### config.mk
export PLATFORM = sky130hd
export DESIGN_NAME = lfsa_ctrl
export DESIGN_NICKNAME = d
export VERILOG_FILES = /design/src/rtl/lfsa_pkg.sv /design/src/rtl/lfsa_ctrl.sv
export SDC_FILE = /design/constraint.sdc
export NUM_CORES = 1
export LEC_CHECK = 0
export ABC_AREA = 1
export BUFFER_PORTS_ARGS = -buffer_cell sky130_fd_sc_hd__buf_2
export CORE_AREA = 2 2 39 41
export CTS_BUF_LIST = sky130_fd_sc_hd__clkbuf_4 sky130_fd_sc_hd__clkbuf_8 sky130_fd_sc_hd__clkbuf_16
export CTS_CLUSTER_DIAMETER = 30
export DETAILED_ROUTE_END_ITERATION = 10
export DIE_AREA = 0 0 41 43
export GPL_TIMING_DRIVEN = 0
export PLACE_DENSITY = 0.43
export SLEW_MARGIN = 20
export SYNTH_ARGS = -nofsm -noshare
export SYNTH_HDL_FRONTEND = slang
export SYNTH_SLANG_ARGS = --single-unit
### constraint.sdc
create_clock -name clock -period 1.38 [get_ports clock]
set_input_delay 0.276 -clock clock [delete_from_list [all_inputs] [get_ports clock]]
set_output_delay 0.276 -clock clock [all_outputs]
set_load 0.02 [all_outputs]
### src/rtl/lfsa_pkg.sv
`timescale 1ns / 1ps
// ----------------------------------------------------------------------------
// Lowest free slot allocator package
// Shared constants and the controller-to-datapath command type.
// ----------------------------------------------------------------------------
package lfsa_pkg;

   localparam int DEF_NUM_SLOTS  = 64;
   localparam int DEF_TIME_WIDTH = 32;

   localparam int TIME_FIELD_W = 32;
   localparam int SLOT_FIELD_W = 6;
   localparam int REQ_DATA_W   = 2 * TIME_FIELD_W;
   localparam int RSP_DATA_W   = 8;

   localparam int GRP_SIZE = 8;
   localparam int GRP_W    = $clog2(GRP_SIZE);

   typedef struct packed {
      logic load_req;
      logic cmp_en;
      logic grp_en;
      logic commit;
   } lfsa_cmd_type;

endpackage

### src/rtl/lfsa_ctrl.sv
`timescale 1ns / 1ps
// ----------------------------------------------------------------------------
// Lowest free slot allocator controller
// Sequences one request through compare, group reduction and commit, and
// holds the result valid flag.
// ----------------------------------------------------------------------------
module lfsa_ctrl (
   input  logic                  clock,
   input  logic                  reset,
   input  logic                  req_tvalid,
   output logic                  req_tready,
   output logic                  rsp_tvalid,
   input  logic                  rsp_tready,
   output lfsa_pkg::lfsa_cmd_type cmd
);
   import lfsa_pkg::*;

   typedef enum logic [1:0] {
      ST_IDLE,
      ST_CMP,
      ST_GRP,
      ST_PICK
   } state_type;

   state_type state_ff, state_in;
   logic      rsp_valid_ff, rsp_valid_in;
   logic      out_free;

   assign out_free   = !rsp_valid_ff || rsp_tready;
   assign req_tready = (state_ff == ST_IDLE);
   assign rsp_tvalid = rsp_valid_ff;

   always_comb begin
      state_in     = state_ff;
      rsp_valid_in = rsp_valid_ff && !rsp_tready;
      cmd          = '0;
      case (state_ff)
         ST_IDLE: begin
            if (req_tvalid) begin
               cmd.load_req = 1'b1;
               state_in     = ST_CMP;
            end
         end
         ST_CMP: begin
            cmd.cmp_en = 1'b1;
            state_in   = ST_GRP;
         end
         ST_GRP: begin
            cmd.grp_en = 1'b1;
            state_in   = ST_PICK;
         end
         ST_PICK: begin
            if (out_free) begin
               cmd.commit   = 1'b1;
               rsp_valid_in = 1'b1;
               state_in     = ST_IDLE;
            end
         end
         default: begin
            state_in = ST_IDLE;
         end
      endcase
   end

   always_ff @(posedge clock) begin
      if (reset) begin
         state_ff     <= ST_IDLE;
         rsp_valid_ff <= 1'b0;
      end else begin
         state_ff     <= state_in;
         rsp_valid_ff <= rsp_valid_in;
      end
   end

endmodule

==> summary.md <==
| Metric | Value |
|---|---|
| Clock power share | 0.227 |
| Top post-synthesis cells by area | dfxtp_1, ha_1, inv_1 |
| Vias in the first global route | about 190 |
| First-pass GRT wire length | ~650 µm |
| RSZ-0062 raised after global routing | no |
| Levels on crit path | 4 |
| Post-synthesis sequential area ratio | 0.287 |
| Gr usage total | 0.0641 |
| DR pass1 iterations | 1 |
| CP endpoint kind | primary output |
| Drt wl/cell | approximately 7.6 µm |
| Layout Skew | around 0.0021 ns |
| Final-report hold violation count | 0 |
| Routed wire length | roughly 460 µm |
| Fin crit share | 0.957 |
| Crit-path max FO | 4 |
| DRC | 0 |
| Final min period | between 1 and 1.5 ns |
| Yosys reg bits | 3 |
| Peak supply drop | between 0.0006 and 0.0007 V |
| CTS Sinks | 3 |
| Clock slew at reported path FFs | around 0.040 ns |
| Area delta synth->final | 67.1% |
| Floorplan row count | 14 |
| Seq pwr share | 0.240 |
| Synthesized Nets | 38 |
| Max cap viols | 0 |
| Cell variety after synth | 8 |
| Setup WS pre-CTS | between 0.15 and 0.2 ns |
| Layout cells sized above 1 | 0.477 |
| Global route total overflow | 0 |
| Starting DRT DRC Count | 0 |
| Antenna Nets Post-Route | 0 |
| Worst r2r path cells | 6 |
| Placer congestion estimate | 0.637 |
| Comb pwr share | 0.534 |
| Cell area after synthesis | about 210 µm² |
| Hold path cells | 2 |
| Largest delay contributor family on the critical path | flip-flops |
| Int Pwr | between 0.4 and 0.5 mW |
| Syn Area/Cell | approximately 7.0 µm² |
| Switching share of power | 0.426 |
| Port Buffer Count | 9 |
| Rel. slew slack | 0.909 |
| Initial antenna violation count | 0 |
| Die height | 43 µm |
| Htree depth | 1 |
| P per Cell Area | ~2200 nW/µm² |
| Status | finished clean |
| DP Wirelength | ~330 µm |
| Nets | 53 |
| Layout fillers | approximately 170 |
| Peak Freq | about 760 MHz |
| Largest net degree at the start of global routing | 5 |
| Req. time, crit path | approximately 1.1 ns |
| DR vias | 222 |
| CTS Root Cell | clkbuf_4 |
| Switching power | 0.325 mW |
| Leakage | 0.185 nW |
| Final Max Slew Viols | 0 |
| # IOs | 10 |
| Routed vias/inst | around 3.7 |
| Crit Path Category | flop to primary output |
| Startpoint class of the critical path | flop |
| DIE AREA | 1760 µm² |
| Ys Warns | 0 |
| Slowest-stage cell, CP | dfxtp_4 |
| Core area | 1380 µm² |
| Num CTS Buffers | 3 |
| Clock Path Buffers | 2 |
| WP buf/inv | 2 |
| Post-layout worst setup margin | 0.0591 ns |
| CTS tree | built |
| Final setup vio count | 0 |
| Setup_tns | 0 ns |
| Cell count after synthesis | 30 |
| Initial Util | 0.151 |
| Post-synth top area share | 0.287 |
| Die extent in x | just over 40 µm |
| Critical Path AT | roughly 1.0 ns |
| Worst-Margin Slew | around 0.14 ns |
| Cell Chain, Critical Path | ha_4 > inv_1 > a21oi_1 > buf_4 |
| Synth area leader | dfxtp_1 |
| Skew-Pair Late Insertion Delay | approximately 0.23 ns |
| ANT cells | 0 |
| HP Class | primary input to flop |
| Crit-path max cell delay | roughly 0.37 ns |
-- cells by family after synthesis --
kind of cell               synth area share
DFF                                   0.287
AOI/OAI and AO/OA                    0.0958
adders and majority gates             0.240
and+or+nand+nor                       0.234
buffers and inverters                 0.144
-- synthesized netlist by cell type --
| cell type | instances |
|---|---|
| inv_1 | 8 |
| nand2_1 | 6 |
| a21oi_1 | 4 |
| ha_1 | 4 |
| dfxtp_1 | 3 |
| nor2_1 | 3 |
| nand3_1 | 1 |
| nand3_2 | 1 |
-- layout make-up --
| type | instances | area, µm² | area share |
|---|---|---|---|
| clock buffer | 4 | 30.0 | 0.0860 |
| inverter | 8 | 30.0 | 0.0860 |
| multi-input combinational | 19 | 144 | 0.412 |
| sequential | 3 | 67.6 | 0.194 |
| tap | 16 | 20.0 | 0.0573 |
| timing repair buffer | 10 | 57.6 | 0.165 |
-- stage by stage --
stage / utilization / hold slack, ns / area (µm²) / cells / total power, mW
after global routing: 0.252 / 0.236 / 349 / 60 / 0.845
after global placement: 0.198 / 0.462 / 274 / 55 / 0.490
after detailed placement: 0.198 / 0.462 / 274 / 55 / 0.493
final: 0.252 / 0.219 / 349 / 60 / 0.762
after floorplan: - / 0.345 / 209 / 30 / 0.409
after CTS: 0.234 / 0.207 / 324 / 60 / 0.724
-- flip-flops by register name, indices dropped and copies added, names as in the netlist --
signal / cells
rsp_tvalid: 1
state_ff: 2
-- repair_timing --
item,4_1_cts,5_1_grt
hold buffers,0,0
endpoints found under the setup margin,3,2
pin swaps,1,0
resized for setup,6,6
buffers inserted,1,0
-- cells in the final DEF, fill, tap and decap left out, drive strengths merged --
| cell type | count |
|---|---|
| a21oi | 4 |
| buf | 10 |
| clkbuf | 4 |
| dfxtp | 3 |
| ha | 4 |
| inv | 8 |
| nand2 | 6 |
| nand3 | 2 |
| nor2 | 3 |
-- power groups by stage --
stage,logic (mW),registers [mW],clock network [mW]
finish,0.406,0.183,0.173
global route,0.466,0.189,0.190
CTS,0.380,0.158,0.187
detailed placement,0.339,0.155,0
global placement,0.336,0.154,0
floorplan,0.258,0.151,0
-- per-layer routing --
metal / routed length [µm] / vias up / GRT usage
met3: 25 / 2 / 0.0157
met4: 8 / 0 / 0.120
met5: 0 / - / 0
met2: 243 / 5 / 0.0875
li1: - / 117 / -
met1: 178 / 98 / 0.0479
-- final timing paths --
path                            startpoint                  endpoint  slack, ns
setup / recovery  state_ff[0]$_SDFFE_PP0P_                    cmd[0]       0.06
hold / removal                       reset     rsp_tvalid$_SDFF_PP0_       0.22
setup reg to reg  state_ff[0]$_SDFFE_PP0P_  state_ff[0]$_SDFFE_PP0P_       0.39
hold reg to reg      rsp_tvalid$_SDFF_PP0_     rsp_tvalid$_SDFF_PP0_       0.50
Power figures use the tool's default switching activity.
